**src/hdl/pol_pkg.sv**
```systemverilog
// pol_pkg: request/response item types and code constants for the
// positional ordered list. No dependencies.
`default_nettype none

package pol_pkg;

   localparam int unsigned POS_W = 7;
   localparam int unsigned VAL_W = 32;

   typedef enum logic [1:0] {
      KIND_GET    = 2'd0,
      KIND_LOCATE = 2'd1,
      KIND_INSERT = 2'd2,
      KIND_DELETE = 2'd3
   } kind_type;

   typedef enum logic [1:0] {
      STATUS_OK        = 2'd0,
      STATUS_RANGE     = 2'd1,
      STATUS_FULL      = 2'd2,
      STATUS_NOT_FOUND = 2'd3
   } status_type;

   typedef struct packed {
      kind_type          kind;
      logic [POS_W-1:0]  position;
      logic [VAL_W-1:0]  value;
   } req_type;

   typedef struct packed {
      status_type        status;
      logic [VAL_W-1:0]  read_value;
      logic [POS_W-1:0]  found_position;
      logic [POS_W-1:0]  length;
   } rsp_type;

   typedef struct packed {
      logic link_we;
      logic elem_we;
   } store_wr_type;

endpackage

`default_nettype wire

```
**src/hdl/positional_ordered_list.sv**
```systemverilog
// positional_ordered_list: linked ordered list with header and free chain,
// walked one link per cycle. Depends on pol_pkg and pol_store.
//
// Usage:
//   req channel (req_valid, req_stall, req_item) carries one request item:
//   get, locate, insert or delete. rsp channel (rsp_valid, rsp_stall,
//   rsp_item) returns exactly one item per request with status and length.
//   One request is worked at a time; req_stall is high from acceptance
//   until the result is loaded into the output register.
//   From acceptance the block walks the chain one link step per cycle
//   through the link memory's registered read port. get walks to the
//   position and reads the element; insert and delete add a relinking
//   step; locate scans until a match or the end of the list; a range or
//   full error goes straight to the result. The next item is taken in the
//   cycle after the result is loaded, also while it still waits in the
//   output register.
//   Reset (synchronous) empties the list at once: unused link entries read
//   through a fill mark, so no clearing pass is needed. A stalled result
//   holds in the output register and the block finishes its current item
//   and waits.
`default_nettype none

module positional_ordered_list #(
   parameter int unsigned CAPACITY   = 64,
   parameter int unsigned DATA_WIDTH = 32
) (
   input  wire logic             clock,
   input  wire logic             reset,
   input  wire logic             req_valid,
   output logic                  req_stall,
   input  wire pol_pkg::req_type req_item,
   output logic                  rsp_valid,
   input  wire logic             rsp_stall,
   output pol_pkg::rsp_type      rsp_item
);

   localparam int unsigned AW   = $clog2(CAPACITY + 1);
   localparam int unsigned IW   = $clog2(CAPACITY);
   localparam int unsigned CW   = $clog2(CAPACITY + 2);
   localparam int unsigned CMPW = ((AW > pol_pkg::POS_W) ? AW : pol_pkg::POS_W) + 1;
   localparam logic [AW-1:0] HDR = AW'(CAPACITY);

   typedef enum logic [2:0] {
      ST_IDLE,
      ST_WALK,
      ST_FETCH,
      ST_LINK,
      ST_SCAN,
      ST_DONE
   } state_type;

   state_type                    state_ff, state_in;
   logic [AW-1:0]                cur_ff, cur_in;
   logic [AW-1:0]                cnt_ff, cnt_in;
   logic [CW-1:0]                idx_ff, idx_in;
   logic [AW-1:0]                pred_ff, pred_in;
   logic [AW-1:0]                tmp_ff, tmp_in;
   logic [AW-1:0]                free_head_ff, free_head_in;
   logic [AW-1:0]                hdr_next_ff, hdr_next_in;
   logic [AW-1:0]                hwm_ff, hwm_in;
   logic [AW-1:0]                count_ff, count_in;
   pol_pkg::kind_type            kind_ff, kind_in;
   logic [DATA_WIDTH-1:0]        val_ff, val_in;
   pol_pkg::status_type          status_ff, status_in;
   logic [pol_pkg::VAL_W-1:0]    rd_ff, rd_in;
   logic [pol_pkg::POS_W-1:0]    found_ff, found_in;
   logic                         rsp_valid_ff, rsp_valid_in;
   pol_pkg::rsp_type             rsp_item_ff, rsp_item_in;

   pol_pkg::store_wr_type        wr;
   logic [IW-1:0]                wr_addr;
   logic [AW-1:0]                link_wdata;
   logic [IW-1:0]                rd_addr;
   logic [AW-1:0]                link_q;
   logic [DATA_WIDTH-1:0]        elem_q;
   logic [AW-1:0]                nxt;
   logic [CMPW-1:0]              pos_ext;
   logic [CMPW-1:0]              cnt_ext;
   logic [63:0]                  val_wide;
   logic [63:0]                  elem_wide;

   pol_store #(
      .DEPTH      (CAPACITY),
      .DATA_WIDTH (DATA_WIDTH),
      .AW         (AW),
      .IW         (IW)
   ) u_store (
      .clock      (clock),
      .wr         (wr),
      .wr_addr    (wr_addr),
      .link_wdata (link_wdata),
      .elem_wdata (val_ff),
      .rd_addr    (rd_addr),
      .link_q     (link_q),
      .elem_q     (elem_q)
   );

   assign req_stall = (state_ff != ST_IDLE);
   assign rsp_valid = rsp_valid_ff;
   assign rsp_item  = rsp_item_ff;

   assign pos_ext   = CMPW'(req_item.position);
   assign cnt_ext   = CMPW'(count_ff);
   assign val_wide  = 64'(req_item.value);
   assign elem_wide = 64'(elem_q);
   assign rd_addr   = (cur_in < HDR) ? cur_in[IW-1:0] : '0;

   always_comb begin
      if (cur_ff == HDR) begin
         nxt = hdr_next_ff;
      end else if (cur_ff >= hwm_ff) begin
         nxt = cur_ff + AW'(1);
      end else begin
         nxt = link_q;
      end
   end

   always_comb begin
      state_in     = state_ff;
      cur_in       = cur_ff;
      cnt_in       = cnt_ff;
      idx_in       = idx_ff;
      pred_in      = pred_ff;
      tmp_in       = tmp_ff;
      free_head_in = free_head_ff;
      hdr_next_in  = hdr_next_ff;
      hwm_in       = hwm_ff;
      count_in     = count_ff;
      kind_in      = kind_ff;
      val_in       = val_ff;
      status_in    = status_ff;
      rd_in        = rd_ff;
      found_in     = found_ff;
      rsp_valid_in = rsp_valid_ff && rsp_stall;
      rsp_item_in  = rsp_item_ff;
      wr           = '0;
      wr_addr      = cur_ff[IW-1:0];
      link_wdata   = tmp_ff;

      case (state_ff)
         ST_IDLE: begin
            cur_in = HDR;
            if (req_valid) begin
               kind_in   = req_item.kind;
               val_in    = val_wide[DATA_WIDTH-1:0];
               status_in = pol_pkg::STATUS_OK;
               rd_in     = '0;
               found_in  = '0;
               cnt_in    = '0;
               state_in  = ST_WALK;
               case (req_item.kind)
                  pol_pkg::KIND_GET, pol_pkg::KIND_DELETE: begin
                     if (pos_ext == '0 || pos_ext > cnt_ext) begin
                        status_in = pol_pkg::STATUS_RANGE;
                        state_in  = ST_DONE;
                     end else begin
                        cnt_in = AW'(pos_ext - CMPW'(1));
                     end
                  end
                  pol_pkg::KIND_INSERT: begin
                     if (count_ff >= HDR || free_head_ff >= HDR) begin
                        status_in = pol_pkg::STATUS_FULL;
                        state_in  = ST_DONE;
                     end else if (pos_ext == '0 || pos_ext > cnt_ext + CMPW'(1)) begin
                        status_in = pol_pkg::STATUS_RANGE;
                        state_in  = ST_DONE;
                     end else begin
                        cnt_in = AW'(pos_ext - CMPW'(1));
                     end
                  end
                  default: begin
                  end
               endcase
            end
         end

         ST_WALK: begin
            if (cnt_ff != '0) begin
               cur_in = nxt;
               cnt_in = cnt_ff - AW'(1);
            end else begin
               case (kind_ff)
                  pol_pkg::KIND_LOCATE: begin
                     cur_in   = nxt;
                     idx_in   = CW'(1);
                     state_in = ST_SCAN;
                  end
                  pol_pkg::KIND_INSERT: begin
                     pred_in  = cur_ff;
                     tmp_in   = nxt;
                     cur_in   = free_head_ff;
                     state_in = ST_FETCH;
                  end
                  default: begin
                     pred_in  = cur_ff;
                     cur_in   = nxt;
                     state_in = ST_FETCH;
                  end
               endcase
            end
         end

         ST_FETCH: begin
            case (kind_ff)
               pol_pkg::KIND_INSERT: begin
                  wr.link_we   = 1'b1;
                  wr.elem_we   = 1'b1;
                  link_wdata   = tmp_ff;
                  free_head_in = nxt;
                  tmp_in       = cur_ff;
                  count_in     = count_ff + AW'(1);
                  if (cur_ff == hwm_ff) begin
                     hwm_in = hwm_ff + AW'(1);
                  end
                  state_in = ST_LINK;
               end
               pol_pkg::KIND_DELETE: begin
                  wr.link_we   = 1'b1;
                  link_wdata   = free_head_ff;
                  free_head_in = cur_ff;
                  tmp_in       = nxt;
                  rd_in        = elem_wide[pol_pkg::VAL_W-1:0];
                  count_in     = count_ff - AW'(1);
                  state_in     = ST_LINK;
               end
               default: begin
                  rd_in    = elem_wide[pol_pkg::VAL_W-1:0];
                  state_in = ST_DONE;
               end
            endcase
         end

         ST_LINK: begin
            wr_addr = pred_ff[IW-1:0];
            if (pred_ff == HDR) begin
               hdr_next_in = tmp_ff;
            end else begin
               wr.link_we = 1'b1;
            end
            state_in = ST_DONE;
         end

         ST_SCAN: begin
            if (cur_ff == HDR || CMPW'(idx_ff) > cnt_ext) begin
               status_in = pol_pkg::STATUS_NOT_FOUND;
               found_in  = '0;
               state_in  = ST_DONE;
            end else if (elem_q == val_ff) begin
               found_in = pol_pkg::POS_W'(idx_ff);
               state_in = ST_DONE;
            end else begin
               cur_in = nxt;
               idx_in = idx_ff + CW'(1);
            end
         end

         ST_DONE: begin
            if (!rsp_valid_ff || !rsp_stall) begin
               rsp_valid_in                = 1'b1;
               rsp_item_in.status          = status_ff;
               rsp_item_in.read_value      = rd_ff;
               rsp_item_in.found_position  = found_ff;
               rsp_item_in.length          = pol_pkg::POS_W'(count_ff);
               state_in                    = ST_IDLE;
            end
         end

         default: begin
            state_in = ST_IDLE;
         end
      endcase
   end

   always_ff @(posedge clock) begin
      if (reset) begin
         state_ff     <= ST_IDLE;
         free_head_ff <= '0;
         hdr_next_ff  <= HDR;
         hwm_ff       <= '0;
         count_ff     <= '0;
         rsp_valid_ff <= 1'b0;
      end else begin
         state_ff     <= state_in;
         free_head_ff <= free_head_in;
         hdr_next_ff  <= hdr_next_in;
         hwm_ff       <= hwm_in;
         count_ff     <= count_in;
         rsp_valid_ff <= rsp_valid_in;
      end
      cur_ff      <= cur_in;
      cnt_ff      <= cnt_in;
      idx_ff      <= idx_in;
      pred_ff     <= pred_in;
      tmp_ff      <= tmp_in;
      kind_ff     <= kind_in;
      val_ff      <= val_in;
      status_ff   <= status_in;
      rd_ff       <= rd_in;
      found_ff    <= found_in;
      rsp_item_ff <= rsp_item_in;
   end

`ifndef NO_ASSERTIONS
   a_count_bound: assert property (@(posedge clock) disable iff (reset)
      count_ff <= HDR)
      else $error("element count above capacity");

   a_count_fill: assert property (@(posedge clock) disable iff (reset)
      count_ff <= hwm_ff)
      else $error("element count above fill mark");

   a_count_change: assert property (@(posedge clock) disable iff (reset)
      (count_ff != $past(count_ff)) |-> ($past(state_ff) == ST_FETCH))
      else $error("element count changed outside fetch step");

   a_accept_busy: assert property (@(posedge clock) disable iff (reset)
      (req_valid && !req_stall) |=> (state_ff != ST_IDLE))
      else $error("accepted item did not start work");

   a_fail_clean: assert property (@(posedge clock) disable iff (reset)
      (rsp_valid_ff && rsp_item_ff.status != pol_pkg::STATUS_OK) |->
      (rsp_item_ff.read_value == '0 && rsp_item_ff.found_position == '0))
      else $error("failed result carries data");
`endif

endmodule

`default_nettype wire

```
**src/hdl/pol_store.sv**
```systemverilog
// pol_store: element and link memories of the ordered list, one write
// port and one registered read port each. Depends on pol_pkg.
`default_nettype none

module pol_store #(
   parameter int unsigned DEPTH      = 64,
   parameter int unsigned DATA_WIDTH = 32,
   parameter int unsigned AW         = $clog2(DEPTH + 1),
   parameter int unsigned IW         = $clog2(DEPTH)
) (
   input  wire logic                     clock,
   input  wire pol_pkg::store_wr_type    wr,
   input  wire logic [IW-1:0]            wr_addr,
   input  wire logic [AW-1:0]            link_wdata,
   input  wire logic [DATA_WIDTH-1:0]    elem_wdata,
   input  wire logic [IW-1:0]            rd_addr,
   output logic      [AW-1:0]            link_q,
   output logic      [DATA_WIDTH-1:0]    elem_q
);

   logic [AW-1:0]         link_mem [DEPTH];
   logic [DATA_WIDTH-1:0] elem_mem [DEPTH];

   always_ff @(posedge clock) begin
      if (wr.link_we) begin
         link_mem[wr_addr] <= link_wdata;
      end
      link_q <= link_mem[rd_addr];
   end

   always_ff @(posedge clock) begin
      if (wr.elem_we) begin
         elem_mem[wr_addr] <= elem_wdata;
      end
      elem_q <= elem_mem[rd_addr];
   end

endmodule

`default_nettype wire

```
**config.mk**
```make
export PLATFORM = sky130hd
export DESIGN_NAME = positional_ordered_list
export DESIGN_NICKNAME = d
export VERILOG_FILES = /design/src/hdl/pol_pkg.sv /design/src/hdl/positional_ordered_list.sv /design/src/hdl/pol_store.sv
export SDC_FILE = /design/constraint.sdc
export NUM_CORES = 2
export LEC_CHECK = 0
export BUFFER_PORTS_ARGS = -buffer_cell sky130_fd_sc_hd__buf_4
export CAP_MARGIN = 20
export CORE_MARGIN = 10
export CORE_UTILIZATION = 35
export DETAILED_ROUTE_END_ITERATION = 16
export GPL_ROUTABILITY_DRIVEN = 0
export PLACE_DENSITY_LB_ADDON = 0.3
export SLEW_MARGIN = 20
export SYNTH_ARGS = -nofsm -noshare
export SYNTH_HDL_FRONTEND = slang
export SYNTH_SLANG_ARGS = --single-unit
```
**constraint.sdc**
```tcl
create_clock -name clock -period 7.98 [get_ports clock]
set_input_delay 0.798 -clock clock [delete_from_list [all_inputs] [get_ports clock]]
set_output_delay 0.798 -clock clock [all_outputs]
set_load 0.1 [all_outputs]
```
Yosys cells after proc, flatten, opt, wreduce, memory -nomap -nowiden. Memories as Yosys holds them, arrays and structs flattened. A register that Yosys moved wholly into a read port is not among the register bits. Cells that the tools add are included.

Flip-flop bits (word level): 190. Memory bits (writable): 2496. Bits of input ports: 45. Output and inout bits: 50. Logic and storage cells: 165. Memories: 2.

Memory list: u_store.elem_mem (depth 64, bits a word 32, rd ports 1, clocked after memory_dff 1, wr ports 1, line pol_store.sv:22) `logic [DATA_WIDTH-1:0] elem_mem [DEPTH];`; u_store.link_mem (depth 64, bits a word 7, rd ports 1, clocked after memory_dff 1, wr ports 1, line pol_store.sv:21) `logic [AW-1:0] link_mem [DEPTH];`.

Add/sub/neg operators: 8. Order comparisons: 7. Eq/ne operators: 26. Multiplexer cells: 66. Bitwise logic cells: 2. Reduce and logical (&&, ||, !) cells: 34.

Operator list (number): 7-bit 2-to-1 mux (22); 7-bit case mux with 2 select lines (8); 32-bit 2-to-1 mux (2); 32-bit case mux with 2 select lines (1); 32-bit == test (1); 3-bit 2-to-1 mux (10); 7-bit by 1-bit adder with 7-bit output (second input constant) (4); 7-bit case mux with 3 select lines (1); 7-bit by 1-bit subtractor with 7-bit output (second input constant) (3); 2-bit inequality test (second input constant) (9); 3-bit case mux with 6 select lines (1); 3-bit AND reduction (6); 7-bit == test (second input constant) (2); 7-bit greater-or-equal comparator (second input constant) (2); 7-bit > comparator (2); 1-bit 2-to-1 mux (12); 6-bit 2-to-1 mux (2); 2-bit nonzero test (6); 7-bit by 1-bit adder with 8-bit output (second input constant) (1); 2-bit == test (second input constant) (4); 7-bit by 8-bit > comparator with 1-bit output (1); 8-bit zero test (1); 2-bit case mux with 2 select lines (2); 2-bit AND reduction (4); 24 further kinds (36).

Longest topological paths before layout.
Depth after elaboration: 8. Depth in mapped cells: 20. Mapped depth without buffers: 16.

Modules after synthesis. From an unflattened synthesis, not the netlist that was laid out.

Cells, all modules: 4833. Area, all modules: 105434.9 um2.

Modules (own cells, without submodules): pol_store (times used 1, cells each 4108, area an instance 96381.2 um2); positional_ordered_list (times used 1, cells each 725, area an instance 9053.7 um2).

Worst setup path before layout. No wires, ideal clock.

Kind: reg2reg. Start point: register val_ff[30]. End point: register u_store.link_q[5], read port of u_store.link_mem. Setup time: 122 ps. Arrival time: 3979 ps. Slack: 3879 ps. Cell stages (with the launch flop): 17. Path buffers: 3. Period minus slack after synthesis: 4101 ps. Path through: edfxtp_1 -> xnor2_1 -> nand4_1 -> nor4_1 -> nand2_1 -> and3_1 -> clkbuf_1 -> o221a_2 -> buf_4 -> inv_4 -> nand3_2 -> buf_2 -> o221ai_1 -> o21ai_0 -> a2111oi_0 -> nor2_1 -> o32a_1.

Longest elaborated chain between the ends: 6.

Ends and longest elaborated chain: start: declaration (line positional_ordered_list.sv:63) `logic [DATA_WIDTH-1:0] val_ff, val_in;`; start signal: assignment (line positional_ordered_list.sv:296) `val_ff <= val_in;`; 32-bit == test (*) (line positional_ordered_list.sv:248) `end else if (elem_q == val_ff) begin`; 7-bit 2-to-1 mux (*) (line positional_ordered_list.sv:248); 7-bit 2-to-1 mux (*) (line positional_ordered_list.sv:244) `if (cur_ff == HDR || CMPW'(idx_ff) > cnt_ext) begin`; 7-bit case mux with 3 select lines (*) (line positional_ordered_list.sv:140) `case (state_ff)`; 7-bit less-than comparator (line positional_ordered_list.sv:106) `assign rd_addr = (cur_in < HDR) ? cur_in[IW-1:0] : '0;`; 6-bit 2-to-1 mux (*) (line positional_ordered_list.sv:106); end: declaration (line pol_store.sv:17) `output logic [AW-1:0] link_q,`.

Mark *: on every way between the ends. The rest lies on a longest branch, timed or not. A chain may end at the register's enable or synchronous reset.

Worst setup path in the final report.
Start point: register val_ff[1]. End point: register u_store.elem_q[24], read port of u_store.elem_mem.

Longest elaborated chain between the ends: 6.

Ends and longest elaborated chain: 32-bit == test (*) (line positional_ordered_list.sv:248); 7-bit 2-to-1 mux (*) (line positional_ordered_list.sv:248); 7-bit 2-to-1 mux (*) (line positional_ordered_list.sv:244); 7-bit case mux with 3 select lines (*) (line positional_ordered_list.sv:140); 7-bit less-than comparator (line positional_ordered_list.sv:106); 6-bit 2-to-1 mux (*) (line positional_ordered_list.sv:106); end: declaration (line pol_store.sv:18) `output logic [DATA_WIDTH-1:0] elem_q`.

Marked as above.

==> impl_metrics.json <==
{
  "status": "finished clean",
  "final_util_pct": 40.2,
  "dp.cells": 10940,
  "synth_ff_type": "edfxtp_1",
  "post_cts_resize_count": 0,
  "vias": 66378,
  "cts_buffers": 277,
  "drtAntennaViolNets": 0,
  "fin_skew_ns": 0.0446,
  "routed_via_density": 5.81,
  "synth.distinct_cells": 78,
  "fmax_mhz": 134,
  "cpPeakStageDelay_ns": 0.84,
  "grt_max_degree": 129,
  "cp-startpoint": "val_ff[1]",
  "max_cap_viol_count": 0,
  "postCtsHoldBufs": 0,
  "synthArstFlopShare_pct": 0,
  "hold_end": "val_ff[15]",
  "ys_seq_elements": 2725,
  "synth_cells": 7075,
  "cts_tree": "yes",
  "setup_viol": 0,
  "drtPass1Iterations": 5,
  "ios": 95,
  "crit_chain": "buf_4 > xnor2_1 > nand4_1 > nor4_1 > nand2_1 > a21oi_1 > o221a_2 > buf_4 > nand4_4 > nor2_4 > buf_4 > a31oi_1 > and3_1 > a2bb2oi_1 > o211ai_1",
  "layout.cells.most_common": "edfxtp_1",
  "hold_depth": 1,
  "required_ns": 8.62,
  "power_mw": 37.1,
  "crit_path_max_fanout": 65,
  "r2r_setup_slack_ns": 0.50,
  "critPathBufInv": 3,
  "critPathTopFamily": "simple AND/OR/NAND/NOR gates",
  "syn-num-nets": 7165,
  "areaGrowthSynthToFinish_pct": 14.5,
  "drcViolationCount": 0,
  "crit_slowest_cell": "nand4_4",
  "track_usage_pct": 20.7,
  "htreeDepth": 5,
  "stdcell_count": 11434,
  "p_per_area_nw_per_um2": 305,
  "rsz0062_at_grt": "no",
  "synth-seq-area-share_pct": 76.3,
  "leakagePower_nw": 39.9,
  "yosysWarnings": 0,
  "maxSlewViolCount": 0,
  "finalHoldViolations": 0,
  "hp-start": "req_item[15]",
  "drive_gt1_share_pct": 11.9,
  "cts_buffer_depth": 4,
  "clkSinkCount": 2725,
  "wl_per_cell_microns": 30.7,
  "root_buffer": "clkbuf_16",
  "die_w_microns": 571,
  "post-cts-setup-buffer-count": 0,
  "cp_common_cell": "buf_4",
  "dpl-instance-area_sq_um": 113000,
  "reg2reg_from": "val_ff[1]",
  "initial_core_util_pct": 35.1,
  "min_period_ns": 7.48,
  "worstMarginPinSlew_ns": 1.20,
  "drt_iter0_drc": 9674,
  "die_height_microns": 571,
  "avgSynthCellArea_sq_um": 15.0,
  "die-area_sq_um": 326000,
  "num_rows": 202,
  "slew_headroom_pct": 19.8,
  "cp-end-kind": "flip-flop",
  "grt_first_pass_wirelength_microns": 491000,
  "r2r-end": "u_store.elem_q[24]",
  "r2r_cells": 15,
  "numPortBuffers": 94,
  "nNetsFinal": 7334,
  "max-vdd-ir-drop_uv": 319,
  "dp_hpwl_microns": 203000,
  "grt_pass1_vias": 63624,
  "core_area_sq_um": 303000,
  "antenna_found_initial": 24,
  "fin_area_sq_um": 122000,
  "clock_latency_ns": 0.88,
  "start_kind": "flip-flop",
  "critical_path_class": "reg2reg",
  "cts.clk_slew.worst_paths_ns": 0.06,
  "finalCritPeriodShare_pct": 93.7,
  "hp-class": "in2reg",
  "layout_common_cells": "2,647 x edfxtp_1, 1,195 x nand2_1, 397 x a21oi_1",
  "netlist_area_sq_um": 106000,
  "setup_tns_ns": 0,
  "synth_edf_count": 2647,
  "routed_wl_microns": 351000,
  "arrival_ns": 8.12,
  "overflow": 0
}
[registers in the layout (all words and copies together) (netlist names), 2 cells and up]
signal / cells
hwm_ff: 7
idx_ff: 7
status_ff: 2
cur_ff: 7
tmp_ff: 7
state_ff: 3
kind_ff: 2
found_ff: 7
u_store.link_q: 7
free_head_ff: 7
rsp_item: 48
u_store.link_mem: 448
u_store.elem_mem: 2048
cnt_ff: 7
pred_ff: 7
val_ff: 32
u_store.elem_q: 32
rd_ff: 32
hdr_next_ff: 7
count_ff: 7
[power by group]
part | total (mW) | internal, mW | switching, mW
clock network | 12.8 | 7.34 | 5.49
registers | 16.8 | 16.5 | 0.224
logic | 7.51 | 1.87 | 5.64
total | 37.1 | 25.8 | 11.3
[worst register-to-register path, cell delays in order, from the launching register on]
cell       delay, ns
edfxtp_1        0.33
buf_4           0.53
xnor2_1         0.36
nand4_1         0.21
nor4_1          0.80
nand2_1         0.31
a21oi_1         0.46
o221a_2         0.31
buf_4           0.58
nand4_4         0.85
nor2_4          0.86
buf_4           0.49
a31oi_1         0.14
and3_1          0.20
a2bb2oi_1       0.46
o211ai_1        0.37
[stage by stage]
stage               hold WS, ns  setup WS (ns)
floorplan                 0.400           3.88
global placement          0.405          0.367
detailed placement        0.405          0.795
CTS                      0.0588          0.779
global route             0.0924          0.483
finish                    0.102          0.499
[kinds of logic after synthesis]
kind of cell             synth area share (%)
flip-flops                               76.3
multiplexers                             3.04
XOR/XNOR                                0.553
adder cells (fa/ha/maj)                 0.537
AND/OR/NAND/NOR                          7.57
buffers and inverters                    2.04
AO/OA/AOI/OAI                            9.92
[how the worst max path moves through the flow]
stage	endpoint	slack (ns)	cells past startpoint
CTS	u_store.elem_q[24]	0.78	15
floorplan	u_store.link_q[5]	3.88	16
detailed placement	u_store.elem_q[24]	0.80	15
finish	u_store.elem_q[24]	0.50	15
global placement	u_store.elem_q[24]	0.37	15
global route	u_store.elem_q[24]	0.48	15
[synth_stat cells, types with 25 or more instances]
cell / n / area [sq um]
nor2_1: 263 / 987
o211ai_1: 52 / 390
a221o_1: 34 / 340
dfxtp_1: 78 / 1560
nand3_1: 183 / 916
nor3_1: 71 / 355
a21oi_1: 399 / 2000
mux2i_1: 286 / 2860
a2111oi_0: 43 / 377
mux2_2: 32 / 360
ha_1: 44 / 551
nand2_1: 1197 / 4490
and2_1: 41 / 257
a221oi_1: 49 / 429
o22ai_1: 83 / 519
xnor2_1: 55 / 482
o221ai_1: 239 / 2090
clkbuf_1: 183 / 687
a31oi_1: 183 / 1140
a211oi_1: 39 / 293
nand4_1: 39 / 244
o21ai_0: 155 / 776
inv_1: 33 / 124
buf_2: 205 / 1030
edfxtp_1: 2647 / 79500
or3_1: 25 / 156
buf_1: 42 / 158
o22a_1: 33 / 289
[final cells by class]
class,instances,area [sq um]
Fill cell,27302,181000
Antenna cell,5,12.5
Clock inverter,131,1210
Timing Repair Buffer,341,2930
Inverter,35,151
Sequential cell,2725,81000
Multi-Input combinational cell,3864,23700
Clock buffer,355,7540
Tap cell,3978,4980
[layer usage]
metal	vias up	GRT usage, %	wire (microns)
met5	-	0	25
met4	4	6.81	12200
met3	605	4.33	35500
met2	3704	32.0	158000
met1	34178	29.1	145000
li1	27887	-	-
(Power assumes the default switching activity.)
